## src/hw/rtl/nearest_seed_voronoi_color_unit_macros.svh

```systemverilog
// assertion macros for the nearest seed voronoi color unit
// used by the top level; compiled away when SYNTH is defined
`ifndef NEAREST_SEED_VORONOI_COLOR_UNIT_MACROS_SVH
`define NEAREST_SEED_VORONOI_COLOR_UNIT_MACROS_SVH
`ifndef SYNTH
`define NSV_ASSERT_SAME(lbl, clk, rst, ante, cons) \
   lbl: assert property (@(posedge clk) disable iff (rst) (ante) |-> (cons)) \
      else $error("nsv check failed");
`define NSV_ASSERT_NEXT(lbl, clk, rst, ante, cons) \
   lbl: assert property (@(posedge clk) disable iff (rst) (ante) |=> (cons)) \
      else $error("nsv check failed");
`else
`define NSV_ASSERT_SAME(lbl, clk, rst, ante, cons)
`define NSV_ASSERT_NEXT(lbl, clk, rst, ante, cons)
`endif
`endif

```

## src/hw/rtl/nsv_pkg.sv

```systemverilog
// shared types and constants of the nearest seed voronoi color unit
// no dependencies
`default_nettype none
package nsv_pkg;
   localparam int COORD_W      = 10;
   localparam int SLOT_W       = 4;
   localparam int DIST_W       = 21;  // 2 * 1023^2 fits in 21 bits
   localparam int COLOR_W      = 32;
   localparam int PALETTE_REGS = 7;
   localparam int PALETTE_SIZE = 7;
   localparam int PAL_W        = 3;
   localparam int CSR_IDX_W    = 3;
   localparam int NUM_SEEDS_DEF = 15;

   localparam logic MODE_LOAD  = 1'b0;
   localparam logic MODE_QUERY = 1'b1;

   localparam logic [COLOR_W-1:0] PALETTE_RESET [PALETTE_REGS] = '{
      32'hFF3449FB, 32'hFF26BBB8, 32'hFF2FBDFA, 32'hFF98A583,
      32'hFF9B86D3, 32'hFF7CC08E, 32'hFF1980FE
   };

   typedef struct packed {
      logic               mode;
      logic [SLOT_W-1:0]  seed_slot;
      logic [COORD_W-1:0] coord_x;
      logic [COORD_W-1:0] coord_y;
   } seed_item_type;
endpackage
`default_nettype wire

```

## src/hw/rtl/nsv_seed_front.sv

```systemverilog
// input register, seed table and per-seed coordinate difference stage
// depends on nsv_pkg
`default_nettype none
module nsv_seed_front #(
   parameter int NUM_SEEDS = nsv_pkg::NUM_SEEDS_DEF
) (
   input  wire logic                   clock,
   input  wire logic                   reset,
   input  wire logic                   in_valid,
   output logic                        in_ready,
   input  wire nsv_pkg::seed_item_type in_item,
   output logic                        out_valid,
   input  wire logic                   out_ready,
   output logic [nsv_pkg::COORD_W-1:0] out_dx [NUM_SEEDS],
   output logic [nsv_pkg::COORD_W-1:0] out_dy [NUM_SEEDS]
);
   import nsv_pkg::*;

   logic          s1_valid_ff;
   seed_item_type s1_item_ff;
   logic          s2_valid_ff;
   logic          s1_adv;
   logic          s2_adv;
   logic          seed_wr;
   logic [COORD_W-1:0] seed_x_ff [NUM_SEEDS];
   logic [COORD_W-1:0] seed_y_ff [NUM_SEEDS];
   logic [COORD_W-1:0] dx_ff [NUM_SEEDS];
   logic [COORD_W-1:0] dy_ff [NUM_SEEDS];

   // stage enables, a stage moves when empty or when the next one moves
   assign s2_adv   = !s2_valid_ff || out_ready;
   assign s1_adv   = !s1_valid_ff || s2_adv;
   assign in_ready = s1_adv;

   // a load writes the table as it leaves stage 1, so later queries see it
   assign seed_wr = s1_valid_ff && (s1_item_ff.mode == MODE_LOAD) && s2_adv;

   // stage 1: registered transaction
   always_ff @(posedge clock) begin
      if (reset) begin
         s1_valid_ff <= 1'b0;
      end else if (s1_adv) begin
         s1_valid_ff <= in_valid;
      end
   end

   always_ff @(posedge clock) begin
      if (s1_adv) begin
         s1_item_ff <= in_item;
      end
   end

   // stage 2 valid: only queries continue
   always_ff @(posedge clock) begin
      if (reset) begin
         s2_valid_ff <= 1'b0;
      end else if (s2_adv) begin
         s2_valid_ff <= s1_valid_ff && (s1_item_ff.mode == MODE_QUERY);
      end
   end

   for (genvar i = 0; i < NUM_SEEDS; i++) begin : g_seed
      // seed table entry, slots beyond the table are ignored
      always_ff @(posedge clock) begin
         if (seed_wr && (32'(s1_item_ff.seed_slot) == i)) begin
            seed_x_ff[i] <= s1_item_ff.coord_x;
            seed_y_ff[i] <= s1_item_ff.coord_y;
         end
      end

      // stage 2: absolute coordinate differences
      always_ff @(posedge clock) begin
         if (s2_adv) begin
            dx_ff[i] <= (seed_x_ff[i] > s1_item_ff.coord_x) ?
                        seed_x_ff[i] - s1_item_ff.coord_x :
                        s1_item_ff.coord_x - seed_x_ff[i];
            dy_ff[i] <= (seed_y_ff[i] > s1_item_ff.coord_y) ?
                        seed_y_ff[i] - s1_item_ff.coord_y :
                        s1_item_ff.coord_y - seed_y_ff[i];
         end
      end

      assign out_dx[i] = dx_ff[i];
      assign out_dy[i] = dy_ff[i];
   end

   assign out_valid = s2_valid_ff;
endmodule
`default_nettype wire

```

## config.mk

```make
export PLATFORM = sky130hd
export DESIGN_NAME = nsv_seed_front
export DESIGN_NICKNAME = d
export VERILOG_FILES = /design/src/hw/rtl/nearest_seed_voronoi_color_unit_macros.svh /design/src/hw/rtl/nsv_pkg.sv /design/src/hw/rtl/nsv_seed_front.sv
export SDC_FILE = /design/constraint.sdc
export NUM_CORES = 2
export LEC_CHECK = 0
export BUFFER_PORTS_ARGS = -buffer_cell sky130_fd_sc_hd__buf_2
export CORE_UTILIZATION = 56
export DETAILED_ROUTE_END_ITERATION = 10
export PLACE_DENSITY = 0.78
export SYNTH_ARGS = -nofsm -noshare
export SYNTH_HDL_FRONTEND = slang
export SYNTH_SLANG_ARGS = --single-unit
```

## constraint.sdc

```tcl
create_clock -name clock -period 8.8 [get_ports clock]
set_clock_uncertainty 0.2 [all_clocks]
set_input_delay 0 -clock clock [delete_from_list [all_inputs] [get_ports clock]]
set_output_delay 0 -clock clock [all_outputs]
set_load 0.02 [all_outputs]
```

==> flow_metrics.tcl <==
set metrics [dict create \
    status "finished, final reports clean" \
    core-area_um2 76300 \
    cap_violations 0 \
    first_iter_violations 2613 \
    rows 101 \
    die_y_um 281 \
    antenna_found_initial 2 \
    track_usage_pct 28.6 \
    synthFlopType "edfxtp_1" \
    synth_top_cell_area_share_pct 43.2 \
    drive_gt1_share_pct 12.9 \
    grt_pass1_wl_mm 174 \
    synth_cell_types 78 \
    r2r.worst_path.cells 9 \
    syn_inst 3947 \
    synth.avg_cell_area_um2 11.0 \
    drc 0 \
    r2r-end "dx_ff[0][48]" \
    grt_pass1_vias 31200 \
    clk_pin_slew_worst_paths_ps 60 \
    startpoint_type "flop" \
    syn_to_final_growth_pct 13.4 \
    crit_path_max_fanout 16 \
    cts_tree "yes" \
    finalSetupViolCount 0 \
    root_buffer "clkbuf_16" \
    p_comb_share_pct 19.7 \
    maxSlewHeadroom_pct 20.5 \
    period_needed_ps 4300 \
    cts_buffer_depth 3 \
    start_util_pct 57.0 \
    worstHoldStart "out_ready" \
    viasPerCell 5.87 \
    synthTopCellsByArea "edfxtp_1 (43%), ha_1 (16%), mux2i_1 (5.2%), inv_1 (3.8%), a21oi_1 (3.3%)" \
    n_fill_cell 5994 \
    cts_setup_buffers 0 \
    cts_buffers 73 \
    power_per_cell_area_nw_per_um2 174 \
    whs_endpoint "s1_valid_ff" \
    holdWs_ps 158 \
    ioPinCount 331 \
    globalplace.congestion 0.935 \
    rsz0062_at_grt "no" \
    grt_max_degree 157 \
    crit_type "flop to flop" \
    crit_path_end_kind "flop" \
    fin_setup_tns_ps 0 \
    post_dp_cell_area_um2 46300 \
    hold_path_depth 5 \
    num_antenna_cells 0 \
    vdd_drop_max_mv 0.152 \
    dp_hpwl_mm 77.4 \
    die_w_um 281 \
    max_freq_ghz 0.233 \
    synth_top_area_cell "edfxtp_1" \
    ys_seq_area_share_pct 43.3 \
    seqPwrFrac_pct 43.1 \
    cts_hold_buf 54 \
    drtPass1Iterations 6 \
    syn_area_um2 43500 \
    htree_levels 3 \
    critPathArrivalTime_ps 4460 \
    synth_edf_count 625 \
    avgRoutedWirePerCell_um 20.9 \
    p_switching_mw 2.47 \
    hp-class "primary input to flop" \
    maxSlewViolCount 0 \
    tightest_slew_ps 1190 \
    io_buffers 330 \
    clock_sinks 627 \
    synth_seq_cells 627 \
    synthArstFlopShare_pct 0 \
    r2r_start "s1_item_ff[19]" \
    routed_wl_mm 114 \
    die_area_um2 78800 \
    switching_share_pct 28.8 \
    fin_crit_sh_pct 48.9 \
    leakagePower_nw 22.4 \
    fin_area_um2 49300 \
    clockPowerShare_pct 37.2 \
    overflow 0 \
    cts.repair.resized 0 \
    nNetsFinal 5007 \
    r2r_setup_slack_ps 4500 \
    dr_total_vias 31900 \
    antenna_left 0 \
    syn_nets 4606 \
    internal_power_mw 6.11 \
    clock_latency_ps 620 \
    final_hold_viol_count 0 \
    yosysWarnings 0 \
    crit_required_ps 8960 \
]
-- cells in the final DEF, fill, tap and decap left out, types with 24 or more instances in the layout --
master	netlist	layout
nand3_1	46	46
o21bai_1	30	30
xnor2_1	111	111
a211oi_1	28	28
dlygate4sd3_1	0	54
xor2_1	129	129
edfxtp_1	625	625
buf_2	49	330
clkbuf_16	0	79
inv_1	435	432
nor2b_1	84	84
o21a_1	24	24
a31oi_1	44	44
ha_1	570	570
a21o_1	138	138
fa_1	60	60
buf_4	17	60
a21oi_1	285	285
nor2_1	146	135
o21ai_0	211	211
nand2_1	164	163
nand4_1	45	45
o21ai_1	25	25
mux2i_1	228	228
nor3_1	72	68
nand2b_1	49	49
-- worst max path at each step --
| stage | from | endpoint | depth (start not counted) |
|---|---|---|---|
| detailed placement | s1_item_ff[19] | dx_ff[0][48] | 9 |
| global route | s1_item_ff[19] | dx_ff[0][48] | 9 |
| CTS | s1_item_ff[19] | dx_ff[0][48] | 9 |
| finish | s1_item_ff[19] | dx_ff[0][48] | 9 |
| global placement | s1_item_ff[19] | dx_ff[0][48] | 9 |
| floorplan | out_valid | seed_x_ff[0][0] | 5 |
-- kinds of logic (layout without fill, tap and decap cells) --
group	Yosys count	count (layout)	synth area share, %
xor gates and xnor gates	240	240	4.83
buffers and inverters	554	1012	5.29
DFF	627	627	43.3
adders and majority gates	630	630	19.2
and+or+nand+nor	715	715	8.26
AOI/OAI and AO/OA	949	949	13.8
muxes	232	232	5.35
-- cell usage after synthesis (all sizes together), types with 49 or more instances --
cell,count
o21ai,240
ha,570
nand2b,49
nor3,72
a21oi,292
nor2,146
xnor2,111
fa,60
nor2b,84
xor2,129
mux2i,228
edfxtp,625
inv,435
a21o,138
nand2,167
buf,76
-- power groups by stage --
stage / sequential, mW / clock (mW) / combinational, mW
5_1_grt: 3.71 / 3.34 / 1.83
3_5_place_dp: 3.75 / 0 / 1.66
6_report: 3.70 / 3.19 / 1.69
3_3_place_gp: 3.76 / 0 / 1.63
4_1_cts: 3.70 / 3.24 / 1.68
2_1_floorplan: 4.03 / 0 / 0.819
-- through the flow --
stage | cells | power [mW] | worst slack [ps] | util, %
after floorplan | 3947 | 4.85 | 2290 | -
after global placement | 5249 | 5.39 | 4600 | 60.6
after detailed placement | 5249 | 5.41 | 4500 | 60.6
after CTS | 5435 | 8.62 | 4510 | 64.6
after global routing | 5435 | 8.88 | 4260 | 64.6
final | 5435 | 8.58 | 4500 | 64.6
-- worst max-delay path, cell delays in order, from the launching register on --
cell and delay (ps):
edfxtp_1 840, inv_1 680, ha_1 580, o21ai_0 110, o21bai_1 220, o21ai_0 150
a21oi_1 840, o211ai_1 190, o31ai_1 140, xnor2_1 100
-- sequential cells by signal, summed over array words and instances (netlist names) --
signal / flops
seed_x_ff: 150
out_valid: 1
dy_ff: 150
dx_ff: 150
s1_valid_ff: 1
seed_y_ff: 150
s1_item_ff: 25
-- final cells by class --
class / count / area (µm²) / share of cell area, %
clock buffer: 91 / 2020 / 4.10
clock inverter: 41 / 477 / 0.966
inverter: 435 / 1640 / 3.32
multi-input combinational: 2766 / 22400 / 45.5
sequential: 627 / 18800 / 38.1
tap: 1030 / 1290 / 2.61
timing repair buffer: 445 / 2660 / 5.40
-- per-layer routing --
metal | up-vias | global-route usage (%) | part of all wire, %
li1 | 15000 | - | -
met1 | 15400 | 37.1 | 41
met2 | 1271 | 48.8 | 48
met3 | 220 | 4.06 | 7.2
met4 | 4 | 9.85 | 3.1
met5 | - | 0 | 0.020
Note: power is estimated with default switching activity, not from simulation.
