### config.mk
export PLATFORM = sky130hd
export DESIGN_NAME = nsv_min_tree
export DESIGN_NICKNAME = d
export VERILOG_FILES = /design/src/hw/rtl/nearest_seed_voronoi_color_unit_macros.svh /design/src/hw/rtl/nsv_pkg.sv /design/src/hw/rtl/nsv_min_tree.sv
export SDC_FILE = /design/constraint.sdc
export NUM_CORES = 1
export LEC_CHECK = 0
export BUFFER_PORTS_ARGS = -buffer_cell sky130_fd_sc_hd__buf_2
export CAP_MARGIN = 20
export CORE_UTILIZATION = 35
export CTS_CLUSTER_DIAMETER = 80
export DETAILED_ROUTE_END_ITERATION = 8
export PLACE_DENSITY = 0.56
export SYNTH_ARGS = -nofsm -noshare
export SYNTH_HDL_FRONTEND = slang
export SYNTH_SLANG_ARGS = --single-unit
export TNS_END_PERCENT = 50
### constraint.sdc
create_clock -name clock -period 6.4 [get_ports clock]
set_input_delay 0.32 -clock clock [delete_from_list [all_inputs] [get_ports clock]]
set_output_delay 0.32 -clock clock [all_outputs]
set_load 0.01 [all_outputs]
### src/hw/rtl/nearest_seed_voronoi_color_unit_macros.svh
// assertion macros for the nearest seed voronoi color unit
// used by the top level; compiled away when SYNTH is defined
`ifndef NEAREST_SEED_VORONOI_COLOR_UNIT_MACROS_SVH
`define NEAREST_SEED_VORONOI_COLOR_UNIT_MACROS_SVH
`ifndef SYNTH
`define NSV_ASSERT_SAME(lbl, clk, rst, ante, cons) \
   lbl: assert property (@(posedge clk) disable iff (rst) (ante) |-> (cons)) \
      else $error("nsv check failed");
`define NSV_ASSERT_NEXT(lbl, clk, rst, ante, cons) \
   lbl: assert property (@(posedge clk) disable iff (rst) (ante) |=> (cons)) \
      else $error("nsv check failed");
`else
`define NSV_ASSERT_SAME(lbl, clk, rst, ante, cons)
`define NSV_ASSERT_NEXT(lbl, clk, rst, ante, cons)
`endif
`endif

### src/hw/rtl/nsv_pkg.sv
// shared types and constants of the nearest seed voronoi color unit
// no dependencies
`default_nettype none
package nsv_pkg;
   localparam int COORD_W      = 10;
   localparam int SLOT_W       = 4;
   localparam int DIST_W       = 21;  // 2 * 1023^2 fits in 21 bits
   localparam int COLOR_W      = 32;
   localparam int PALETTE_REGS = 7;
   localparam int PALETTE_SIZE = 7;
   localparam int PAL_W        = 3;
   localparam int CSR_IDX_W    = 3;
   localparam int NUM_SEEDS_DEF = 15;

   localparam logic MODE_LOAD  = 1'b0;
   localparam logic MODE_QUERY = 1'b1;

   localparam logic [COLOR_W-1:0] PALETTE_RESET [PALETTE_REGS] = '{
      32'hFF3449FB, 32'hFF26BBB8, 32'hFF2FBDFA, 32'hFF98A583,
      32'hFF9B86D3, 32'hFF7CC08E, 32'hFF1980FE
   };

   typedef struct packed {
      logic               mode;
      logic [SLOT_W-1:0]  seed_slot;
      logic [COORD_W-1:0] coord_x;
      logic [COORD_W-1:0] coord_y;
   } seed_item_type;
endpackage
`default_nettype wire

### src/hw/rtl/nsv_min_tree.sv
// registered minimum tree over the seed distances, lowest index wins ties
// depends on nsv_pkg
`default_nettype none
module nsv_min_tree #(
   parameter  int NUM_SEEDS = nsv_pkg::NUM_SEEDS_DEF,
   localparam int IDX_W = (NUM_SEEDS > 1) ? $clog2(NUM_SEEDS) : 1
) (
   input  wire logic                   clock,
   input  wire logic                   reset,
   input  wire logic                   in_valid,
   output logic                        in_ready,
   input  wire logic [nsv_pkg::DIST_W-1:0] in_dist [NUM_SEEDS],
   output logic                        out_valid,
   input  wire logic                   out_ready,
   output logic [nsv_pkg::DIST_W-1:0]  out_dist,
   output logic [IDX_W-1:0]            out_idx,
   output logic [nsv_pkg::PAL_W-1:0]   out_pal
);
   import nsv_pkg::*;

   localparam int LEVELS = (NUM_SEEDS > 1) ? $clog2(NUM_SEEDS) : 1;
   localparam int LEAVES = 1 << LEVELS;
   localparam int NODES  = LEAVES - 1;

   logic [DIST_W-1:0] leaf_dist [LEAVES];
   logic [IDX_W-1:0]  leaf_idx  [LEAVES];
   logic [PAL_W-1:0]  leaf_pal  [LEAVES];
   logic [DIST_W-1:0] dist_ff   [NODES];
   logic [IDX_W-1:0]  idx_ff    [NODES];
   logic [PAL_W-1:0]  pal_ff    [NODES];
   logic [LEVELS-1:0] valid_ff;
   logic [LEVELS-1:0] adv;

   // leaves: real seeds carry their index and palette slot, padding never wins
   for (genvar i = 0; i < LEAVES; i++) begin : g_leaf
      if (i < NUM_SEEDS) begin : g_real
         localparam int PAL_SEL = i % PALETTE_SIZE;
         assign leaf_dist[i] = in_dist[i];
         assign leaf_idx[i]  = IDX_W'(i);
         assign leaf_pal[i]  = PAL_W'(PAL_SEL);
      end else begin : g_pad
         assign leaf_dist[i] = '1;
         assign leaf_idx[i]  = '0;
         assign leaf_pal[i]  = '0;
      end
   end

   // level valid bits and enables, level 0 is the root
   for (genvar d = 0; d < LEVELS; d++) begin : g_level
      if (d == 0) begin : g_root
         assign adv[d] = !valid_ff[d] || out_ready;
      end else begin : g_inner
         assign adv[d] = !valid_ff[d] || adv[d-1];
      end

      always_ff @(posedge clock) begin
         if (reset) begin
            valid_ff[d] <= 1'b0;
         end else if (adv[d]) begin
            if (d == LEVELS - 1) begin
               valid_ff[d] <= in_valid;
            end else begin
               valid_ff[d] <= valid_ff[(d + 1) % LEVELS];
            end
         end
      end
   end

   // compare nodes, heap order: children of k are 2k+1 and 2k+2
   for (genvar k = 0; k < NODES; k++) begin : g_node
      localparam int DEPTH = $clog2(k + 2) - 1;
      localparam int LC    = 2 * k + 1;
      localparam int RC    = 2 * k + 2;
      logic [DIST_W-1:0] l_dist;
      logic [DIST_W-1:0] r_dist;
      logic [IDX_W-1:0]  l_idx;
      logic [IDX_W-1:0]  r_idx;
      logic [PAL_W-1:0]  l_pal;
      logic [PAL_W-1:0]  r_pal;

      if (LC >= NODES) begin : g_from_leaf
         assign l_dist = leaf_dist[LC - NODES];
         assign l_idx  = leaf_idx[LC - NODES];
         assign l_pal  = leaf_pal[LC - NODES];
         assign r_dist = leaf_dist[RC - NODES];
         assign r_idx  = leaf_idx[RC - NODES];
         assign r_pal  = leaf_pal[RC - NODES];
      end else begin : g_from_node
         assign l_dist = dist_ff[LC];
         assign l_idx  = idx_ff[LC];
         assign l_pal  = pal_ff[LC];
         assign r_dist = dist_ff[RC];
         assign r_idx  = idx_ff[RC];
         assign r_pal  = pal_ff[RC];
      end

      // right side only wins when strictly closer
      always_ff @(posedge clock) begin
         if (adv[DEPTH]) begin
            if (r_dist < l_dist) begin
               dist_ff[k] <= r_dist;
               idx_ff[k]  <= r_idx;
               pal_ff[k]  <= r_pal;
            end else begin
               dist_ff[k] <= l_dist;
               idx_ff[k]  <= l_idx;
               pal_ff[k]  <= l_pal;
            end
         end
      end
   end

   assign in_ready  = adv[LEVELS-1];
   assign out_valid = valid_ff[0];
   assign out_dist  = dist_ff[0];
   assign out_idx   = idx_ff[0];
   assign out_pal   = pal_ff[0];
endmodule
`default_nettype wire

==> results of run 1 <==
## power by group through the flow
stage | Combinational [W] | Sequential (W) | Clock, W
floorplan | 0.00184 | 0.00356 | 0
global placement | 0.00243 | 0.00376 | 0
detailed placement | 0.00251 | 0.00377 | 0
CTS | 0.00255 | 0.00373 | 0.00250
global route | 0.00280 | 0.00377 | 0.00258
finish | 0.00253 | 0.00372 | 0.00242
## state kept, by name, summed over array words and instances, names as in the netlist
name	count
dist_ff	315
pal_ff	26
idx_ff	20
valid_ff	3
out_valid	1
## worst reg2reg max path, stage by stage, from the launching register on
cell and delay (ns):
dfxtp_1 0.34, nor2b_1 0.44, and3_1 0.41, and2_1 0.53
inv_6 0.35, buf_4 0.44, o21ai_2 0.30, buf_8 0.22
mux2_2 0.35
## layout make-up
cell class,instances,area [um2],area share [%]
Timing Repair Buffer,391,2160,8.19
Clock inverter,28,262,0.989
Clock buffer,50,1120,4.25
Inverter,291,1100,4.16
Sequential cell,365,10900,41.3
Multi-Input combinational cell,1060,9830,37.2
Tap cell,837,1050,3.96
Antenna cell,2,5.00,0.0189
## cell usage after synthesis, drive strengths merged
library cell  instances
clkbuf                2
o41ai                 5
dfxtp                 5
nor4                  3
or3                   2
a22oi                 3
o211ai                7
nand2b                8
a31oi                 7
or4                   4
nor2                 35
o21ai                50
nand3                28
a221o                 5
buf                  49
ha                  280
nor3                  9
a21o                 18
inv                 291
nor2b                14
nand4                37
a22o                  1
a221oi                2
a311oi                1
nand2                73
o21a                  4
o31ai                 1
a211oi               17
a41o                  2
mux2                314
edfxtp              360
and4                  2
a2111oi               1
o2111ai               2
and3                  9
or2                   1
and2                  8
a21oi               107
## metal layers
metal  vias up  track usage [%]
li1       7223                -
met1      6944             22.3
met3        96             3.03
met4         0             5.97
met5         -                0
met2       284             28.7
## what timing repair did
action                                 in CTS  in global routing
hold buffers                               23                  0
setup endpoints to repair                   0                  0
endpoints found under the hold margin      25                  0
## how the worst max path moves through the flow
stage | from | endpoint | cells past startpoint
final | out_valid | dist_ff[0][164] | 8
after global routing | out_valid | dist_ff[0][164] | 8
after CTS | out_valid | dist_ff[0][147] | 7
after floorplan | out_valid | dist_ff[1][65] | 9
after global placement | out_ready | dist_ff[0][163] | 8
after detailed placement | out_ready | dist_ff[0][150] | 8
## per-stage QoR
step | std cells | cell area, um2 | hold WS (ns) | utilization, %
2_1_floorplan | 1767 | 22200 | 0.392 | -
3_3_place_gp | 2917 | 24700 | 0.442 | 39.8
3_5_place_dp | 2919 | 24800 | 0.445 | 39.9
4_1_cts | 3020 | 26400 | 0.0228 | 42.5
5_1_grt | 3023 | 26400 | 0.0368 | 42.5
6_report | 3024 | 26400 | 0.0665 | 42.5
## logic make-up (layout without fill, tap and decap cells)
logic type	after synthesis	in the layout	share of synthesized area (%)
AO/OA/AOI/OAI	233	233	6.60
adder cells (fa/ha/maj)	280	280	15.8
buffers and inverters	342	760	6.54
flip-flops	365	365	49.2
multiplexers	314	314	16.6
other	0	2	0
AND/OR/NAND/NOR	233	233	5.25
==> results_dict.tcl, run 1 <==
set metrics [dict create \
    die_w_um 254 \
    finalCritPeriodShare_pct 56.7 \
    p_int_w 0.00605 \
    clkSinkCount 365 \
    wl_met1_um 25300 \
    critPathSlowestCell "and2_1" \
    post_cts_resized 0 \
    r2r-end "dist_ff[0][164]" \
    netlist.area_leader.share_pct 48.8 \
    cts_made_buffers 44 \
    wl_met2_um 26200 \
    max_freq_mhz 275 \
    synth_warnings 0 \
    syn_area_um2 22200 \
    grt_max_degree 60 \
    worst_pin_slew_ns 0.815 \
    grt_pass1_vias 15300 \
    tns_ns 0 \
    globalplace.congestion 0.835 \
    ys_seq_area_share_pct 49.2 \
    hold_viol 0 \
    start_util_pct 35.6 \
    power.switching_w 0.00261 \
    p_sw_share_pct 30.2 \
    clock_latency_ns 0.57 \
    maxSlewViolCount 0 \
    finalWorstSetupSlack_ns 2.77 \
    synth_area_per_cell_um2 12.5 \
    rows 91 \
    die_y_um 254 \
    crit_type "reg -> reg" \
    drt-pass1-iter-count 5 \
    routed.top_layer "met4" \
    peakVddDrop_mv 0.195 \
    status "completed" \
    relSlewSlack_pct 45.7 \
    drc 0 \
    yosys-top-cells-area "edfxtp_1 (49%), ha_1 (16%), mux2_2 (14%), inv_1 (4.9%), mux2_4 (2.4%)" \
    crit_chain "nor2b_1 > and3_1 > and2_1 > inv_6 > buf_4 > o21ai_2 > buf_8 > mux2_2" \
    p_leak_nw 12.1 \
    startpoint_type "flip-flop" \
    cts_root_buf "clkbuf_16" \
    whs_endpoint "dist_ff[0][152]" \
    grt.total_usage_pct 17.2 \
    vias 14500 \
    max_cap_viol_count 0 \
    r2r_slack_ns 2.77 \
    power_w 0.00867 \
    hold_depth 2 \
    final_cell_mix "edfxtp_1 (360), buf_2 (348), inv_1 (288), ha_1 (280), mux2_2 (278)" \
    wl_um 55500 \
    wl_per_cell_um 18.3 \
    drtIter0Drc 610 \
    cp-end-kind "flip-flop" \
    powerDensity_nw_per_um2 328 \
    nNetsFinal 2752 \
    yosysTopAreaCell "edfxtp_1" \
    finClkSkew_ns 0.0334 \
    cpPeakStageDelay_ns 0.53 \
    ioPinCount 349 \
    port_buffers 348 \
    cts_setup_buffers 0 \
    n_fill_cell 5838 \
    synth_cell_type_count 47 \
    antenna_found_initial 3 \
    ys_ff_latch 365 \
    cts_tree "yes" \
    hp-class "in -> reg" \
    r2r.worst_path.cells 8 \
    wl_met3_um 2190 \
    clk_pin_slew_ns 0.06 \
    finalCriticalPeriod_ns 3.63 \
    vias_per_cell 4.81 \
    path_buf_inv 3 \
    postSynthNetCount 2366 \
    hpwl_um 44300 \
    final_common_cell "edfxtp_1" \
    sequentialPowerShare_pct 42.9 \
    htreeDepth 2 \
    grt.overflow.total 0 \
    core_um2 62200 \
    critPathRequiredTime_ns 6.72 \
    clockBufferDepth 3 \
    dieArea_um2 64300 \
    p_clk_share_pct 28.0 \
    hold_start "in_dist[299]" \
    dp_slack_ns 2.57 \
    grt_pass1_wl_um 83500 \
    cp_max_fo 58 \
    reg2reg_from "out_valid" \
    drive_above_1_share_pct 34.9 \
    rsz0062_at_grt "false" \
    antenna_left 0 \
    cp_top_family "simple AND/OR/NAND/NOR gates" \
    syn_inst 1767 \
    arrival_ns 3.96 \
    p_comb_share_pct 29.2 \
    setup_viol 0 \
    area_growth_syn_to_layout_pct 19.3 \
]
Note: power is estimated with default switching activity, not from simulation.
==> inputs of run 2 (changes only) <==
Settings changed: ABC_AREA set to 1, PLACE_DENSITY 0.56 to 0.55.
Clock period 6.4 ns to 3.5 ns, I/O delays scaled along.
==> results_dict.tcl, run 2 <==
set metrics [dict create \
    synth_warnings 0 \
    synth_flop_cell "edfxtp_1" \
    p_int_w 0.0116 \
    synth_edf_count 360 \
    htreeDepth 2 \
    synth_common_cells "nand2_1 (1091), inv_1 (435), edfxtp_1 (360), nand3_1 (340), ha_1 (280)" \
    syn_area_um2 23700 \
    drive_above_1_share_pct 13.5 \
    vias 20000 \
    maxSlewViolCount 0 \
    area_growth_syn_to_layout_pct 30.2 \
    globalplace.congestion 0.831 \
    port_buffers 348 \
    drc 0 \
    n_fill_cell 6514 \
    netlist.area_leader.share_pct 45.6 \
    startpoint_type "flip-flop" \
    p_leak_nw 16.4 \
    yosysTopAreaCell "edfxtp_1" \
    ioPinCount 349 \
    clock_latency_ns 0.57 \
    synth_area_per_cell_um2 8.30 \
    cpPeakStageDelay_ns 0.73 \
    whs_endpoint "dist_ff[1][136]" \
    postSynthNetCount 3456 \
    hpwl_um 47100 \
    hold_depth 2 \
    clkSinkCount 365 \
    max_cap_viol_count 0 \
    powerDensity_nw_per_um2 576 \
    largest_registers "dist_ff: 315 flops, pal_ff: 26 flops, idx_ff: 20 flops" \
    crit_type "reg -> reg" \
    critPathSlowestCell "nand2_1" \
    cp_max_fo 64 \
    core_um2 67200 \
    ys_seq_area_share_pct 46.0 \
    grt_pass1_vias 19200 \
    status "completed" \
    final_cell_mix "nand2_1 (1091), inv_1 (434), edfxtp_1 (360), buf_2 (348), nand3_1 (340)" \
    path_buf_inv 2 \
    cp_common_cell "nand2_1" \
    cts_made_buffers 44 \
    r2r.worst_path.cells 9 \
    synth_most_common_cell "nand2_1" \
    wl_um 62900 \
    clockBufferDepth 3 \
    cp-end-kind "flip-flop" \
    finalCriticalPeriod_ns 2.86 \
    setup_viol 0 \
    drtIter0Drc 1090 \
    cts_tree "yes" \
    die_w_um 262 \
    clk_pin_slew_ns 0.06 \
    worst_pin_slew_ns 0.747 \
    peakVddDrop_mv 0.300 \
    hold_viol 0 \
    vias_per_cell 4.55 \
    p_comb_share_pct 33.2 \
    cts_root_buf "clkbuf_16" \
    holdWs_ns 0.308 \
    p_sw_share_pct 34.7 \
    max_freq_mhz 349 \
    p_clk_share_pct 26.7 \
    antenna_found_initial 1 \
    start_util_pct 35.3 \
    relSlewSlack_pct 50.1 \
    r2r_slack_ns 0.64 \
    grt_max_degree 75 \
    grt.overflow.total 0 \
    tns_ns 0 \
    regMostFlops "dist_ff" \
    sequentialPowerShare_pct 40.1 \
    arrival_ns 3.28 \
    drt-pass1-iter-count 5 \
    finClkSkew_ns 0.0251 \
    r2r-end "dist_ff[1][0]" \
    die_y_um 262 \
    grt_pass1_wl_um 100000 \
    hp-class "in -> reg" \
    hold_start "in_dist[10]" \
    wl_per_cell_um 14.3 \
    synth_cell_type_count 23 \
    power.switching_w 0.00617 \
    grt.total_usage_pct 18.2 \
    ys_ff_latch 365 \
    async_flop_share_pct 0 \
    crit_chain "inv_1 > nor2_4 > nand2_4 > nor2_4 > nand2_8 > nand2_1 > nand2_1 > nand2_1 > dlygate4sd3_1" \
    dieArea_um2 68800 \
    reg2reg_from "out_valid" \
    finalCritPeriodShare_pct 81.8 \
    final_common_cell "nand2_1" \
    cp_top_family "simple AND/OR/NAND/NOR gates" \
    rows 95 \
    antenna_left 0 \
    nNetsFinal 4091 \
    rsz0062_at_grt "false" \
    yosys-top-cells-area "edfxtp_1 (46%), nand2_1 (17%), ha_1 (15%), nand3_1 (7.2%), inv_1 (6.9%)" \
    critPathRequiredTime_ns 3.92 \
    largest_register_ffs 315 \
    syn_inst 2857 \
]
[run 2: changes by cell type in the layout (fill, tap and decap cells not counted), sizes merged, moves of 37 or more]
cell         before   now
nand4            37     0
o21ai            50     0
nand3            28   350
nand2            73  1100
nor2             35   107
mux2            314     0
inv             294   437
dlygate4sd3      23   318
[run 2: kinds of logic (layout without fill, tap and decap cells)]
kind of cell             count (synthesis)  after routing  synth area share (%)
other                                    0              1                     0
buffers and inverters                  548           1219                  9.80
AND/OR/NAND/NOR                       1557           1557                  26.9
AO/OA/AOI/OAI                          107            107                  2.46
flip-flops                             365            365                  46.0
adder cells (fa/ha/maj)                280            280                  14.8
[run 2: power by group through the flow]
stage / Sequential (W) / Clock [W] / Combinational [W]
final: 0.00713 / 0.00474 / 0.00591
after global routing: 0.00726 / 0.00504 / 0.00683
after CTS: 0.00716 / 0.00489 / 0.00595
after detailed placement: 0.00725 / 0 / 0.00546
after global placement: 0.00725 / 0 / 0.00541
after floorplan: 0.00682 / 0 / 0.00408
[run 2: what timing repair did]
| item | CTS | global route |
|---|---|---|
| resized for setup | 0 | 0 |
| hold buffers | 318 | 0 |
| endpoints found under the hold margin | 172 | 0 |
| setup buffers | 0 | 0 |
[run 2: stage by stage]
stage	worst slack [ns]	utilization, %	instance area, um2	cells	power (W)
floorplan	0.0182	-	23700	2857	0.0109
global placement	0.903	39.0	26200	4001	0.0127
detailed placement	0.864	39.0	26200	4001	0.0127
CTS	0.603	46.0	30900	4401	0.0180
global route	0.351	46.0	30900	4402	0.0191
finish	0.636	46.0	30900	4402	0.0178
[run 2: worst max-delay path by stage]
| stage | endpoint | start | depth (start not counted) |
|---|---|---|---|
| 2_1_floorplan | dist_ff[0][147] | out_valid | 7 |
| 3_3_place_gp | dist_ff[0][34] | dist_ff[0][104] | 10 |
| 3_5_place_dp | idx_ff[0][5] | dist_ff[0][104] | 10 |
| 4_1_cts | dist_ff[1][0] | out_valid | 9 |
| 5_1_grt | dist_ff[1][13] | out_valid | 9 |
| 6_report | dist_ff[1][0] | out_valid | 9 |
[run 2: metal layers]
layer	track usage, %	wire length [um]
met5	0	0
met2	30.2	29400
met1	25.1	29900
met3	2.35	2480
met4	4.59	1130
[run 2: cell type report]
cell class	count	area [um2]	area share (%)
well taps	873	1090	3.54
diodes	1	2.50	0.00811
inverters	436	1640	5.32
clock buffers	54	1180	3.83
repair buffers	701	5210	16.9
multi-input cells	1944	10500	34.0
flip-flops and latches	365	10900	35.3
clock inverters	28	334	1.08
[run 2: worst register-to-register path: cells and delay by family, from the launching register on]
| family | cells | cell delay, ns |
|---|---|---|
| simple gates | 7 | 1.75 |
| flops | 1 | 0.33 |
| buf+inv | 2 | 0.63 |
==> inputs of run 3 (changes only) <==
Settings changed: PLACE_DENSITY 0.55 to 0.57.
Clock period 3.5 ns to 2.6 ns, I/O delays scaled along.
==> results_dict.tcl, run 3 (synthesis results as in run 2) <==
set metrics [dict create \
    status "completed" \
    rows 95 \
    hp-class "in -> reg" \
    globalplace.congestion 0.842 \
    clk_pin_slew_ns 0.06 \
    wl_met2_um 30600 \
    regMostFlops "dist_ff" \
    antenna_found_initial 3 \
    hold_viol 0 \
    htreeDepth 2 \
    power_w 0.0235 \
    grt_max_degree 66 \
    path_buf_inv 4 \
    max_cap_viol_count 0 \
    n_fill_cell 6391 \
    die_y_um 262 \
    drc 0 \
    cpPeakStageDelay_ns 0.56 \
    clkSinkCount 365 \
    grt_pass1_wl_um 103000 \
    clock_latency_ns 0.56 \
    cp_max_fo 41 \
    critPathSlowestCell "dlygate4sd3_1" \
    placement.cell_area_um2 26400 \
    place_inst 4020 \
    finalWorstSetupSlack_ns 0.147 \
    crit_chain "inv_1 > nor2_4 > nand2_4 > nor2_4 > nand2_8 > buf_12 > buf_12 > nand3_1 > nand2_1 > dlygate4sd3_1" \
    drt-pass1-iter-count 5 \
    fin_area_um2 31000 \
    final_common_cell "nand2_1" \
    largest_registers "dist_ff: 315 flops, pal_ff: 26 flops, idx_ff: 20 flops" \
    final_cell_count_no_fill 4419 \
    die_w_um 262 \
    cp_top_family "buffers and inverters" \
    nNetsFinal 4112 \
    hold_start "in_dist[9]" \
    vias_per_cell 4.58 \
    port_buffers 348 \
    cp-end-kind "flip-flop" \
    max_freq_mhz 408 \
    vias 20200 \
    relSlewSlack_pct 60.3 \
    clockBufferDepth 3 \
    cts_made_buffers 42 \
    grt_pass1_vias 20200 \
    start_util_pct 35.3 \
    arrival_ns 2.76 \
    grt.total_usage_pct 18.7 \
    routed.top_layer "met4" \
    setup_viol 0 \
    largest_register_ffs 315 \
    drtIter0Drc 1189 \
    cts_root_buf "clkbuf_16" \
    p_leak_nw 16.4 \
    finalCriticalPeriod_ns 2.45 \
    maxSlewViolCount 0 \
    wl_met1_um 30300 \
    rsz0062_at_grt "false" \
    core_um2 67200 \
    powerDensity_nw_per_um2 757 \
    reg2reg_from "out_valid" \
    finalCritPeriodShare_pct 94.4 \
    critPathRequiredTime_ns 2.91 \
    grt.overflow.total 0 \
    ioPinCount 349 \
    cts_tree "yes" \
    multi_input_area_um2 10500 \
    startpoint_type "flip-flop" \
    drive_above_1_share_pct 14.0 \
    regArea_um2 10900 \
    dp_slack_ns 0.348 \
    antenna_left 0 \
    peakVddDrop_mv 0.449 \
    area_growth_syn_to_layout_pct 30.8 \
    crit_type "reg -> reg" \
    wl_met3_um 1980 \
    wl_um 64300 \
    worst_pin_slew_ns 0.596 \
    dieArea_um2 68800 \
    final_cell_mix "nand2_1 (1091), inv_1 (434), edfxtp_1 (360), buf_2 (348), nand3_1 (340)" \
    wl_per_cell_um 14.5 \
    finClkSkew_ns 0.0179 \
    hpwl_um 47800 \
    cp-startpoint "out_valid" \
]
-- run 3: cell count changes in the layout (fill, tap and decap cells not counted), moves of 2 or more --
| cell | delta |
|---|---|
| clkinv_2 | -2 |
| clkbuf_1 | -2 |
| clkinvlp_4 | +2 |
| nand3_4 | +2 |
| nand3_2 | -2 |
| nand2_2 | -3 |
| buf_12 | +4 |
| buf_4 | +17 |
| nand2_4 | +4 |
| clkbuf_16 | -3 |
-- run 3: cell type report --
class	instances	share of cell area, %
Clock inverter	27	0.956
Tap cell	873	3.52
Multi-Input combinational cell	1945	34.0
Timing Repair Buffer	723	17.5
Antenna cell	1	0.00807
Inverter	436	5.29
Sequential cell	365	35.2
Clock buffer	49	3.54
-- run 3: path summary, 6_finish.rpt --
check        slack (ns)  cells after the start         endpoint
max reg2reg        0.15                     10   dist_ff[1][94]
min                0.29                      2  dist_ff[1][135]
min reg2reg        0.50                      2     idx_ff[1][0]
max                0.15                     10   dist_ff[1][94]
-- run 3: what timing repair did --
item	4_1_cts	5_1_grt
hold buffers	318	0
endpoints found under the setup margin	0	76
resized for setup	0	7
setup buffers	0	3
hold endpoints to repair	172	0
-- run 3: where the power goes --
part | internal [W] | total [W] | switching [W]
logic | 0.00311 | 0.00786 | 0.00474
clock network | 0.00362 | 0.00599 | 0.00237
registers | 0.00859 | 0.00962 | 0.00104
-- run 3: layer usage --
metal,vias to the layer above,global-route usage (%)
met2,382,31.8
met1,9254,24.8
met3,102,2.19
li1,10500,-
met5,-,0
met4,0,5.47
-- run 3: per-stage QoR --
stage	util (%)	TNS, ns	hold WS [ns]
3_3_place_gp	39.2	0	0.307
4_1_cts	46.1	0	0.248
5_1_grt	46.2	0	0.272
2_1_floorplan	-	-5.95	0.199
6_report	46.2	0	0.286
3_5_place_dp	39.2	0	0.309
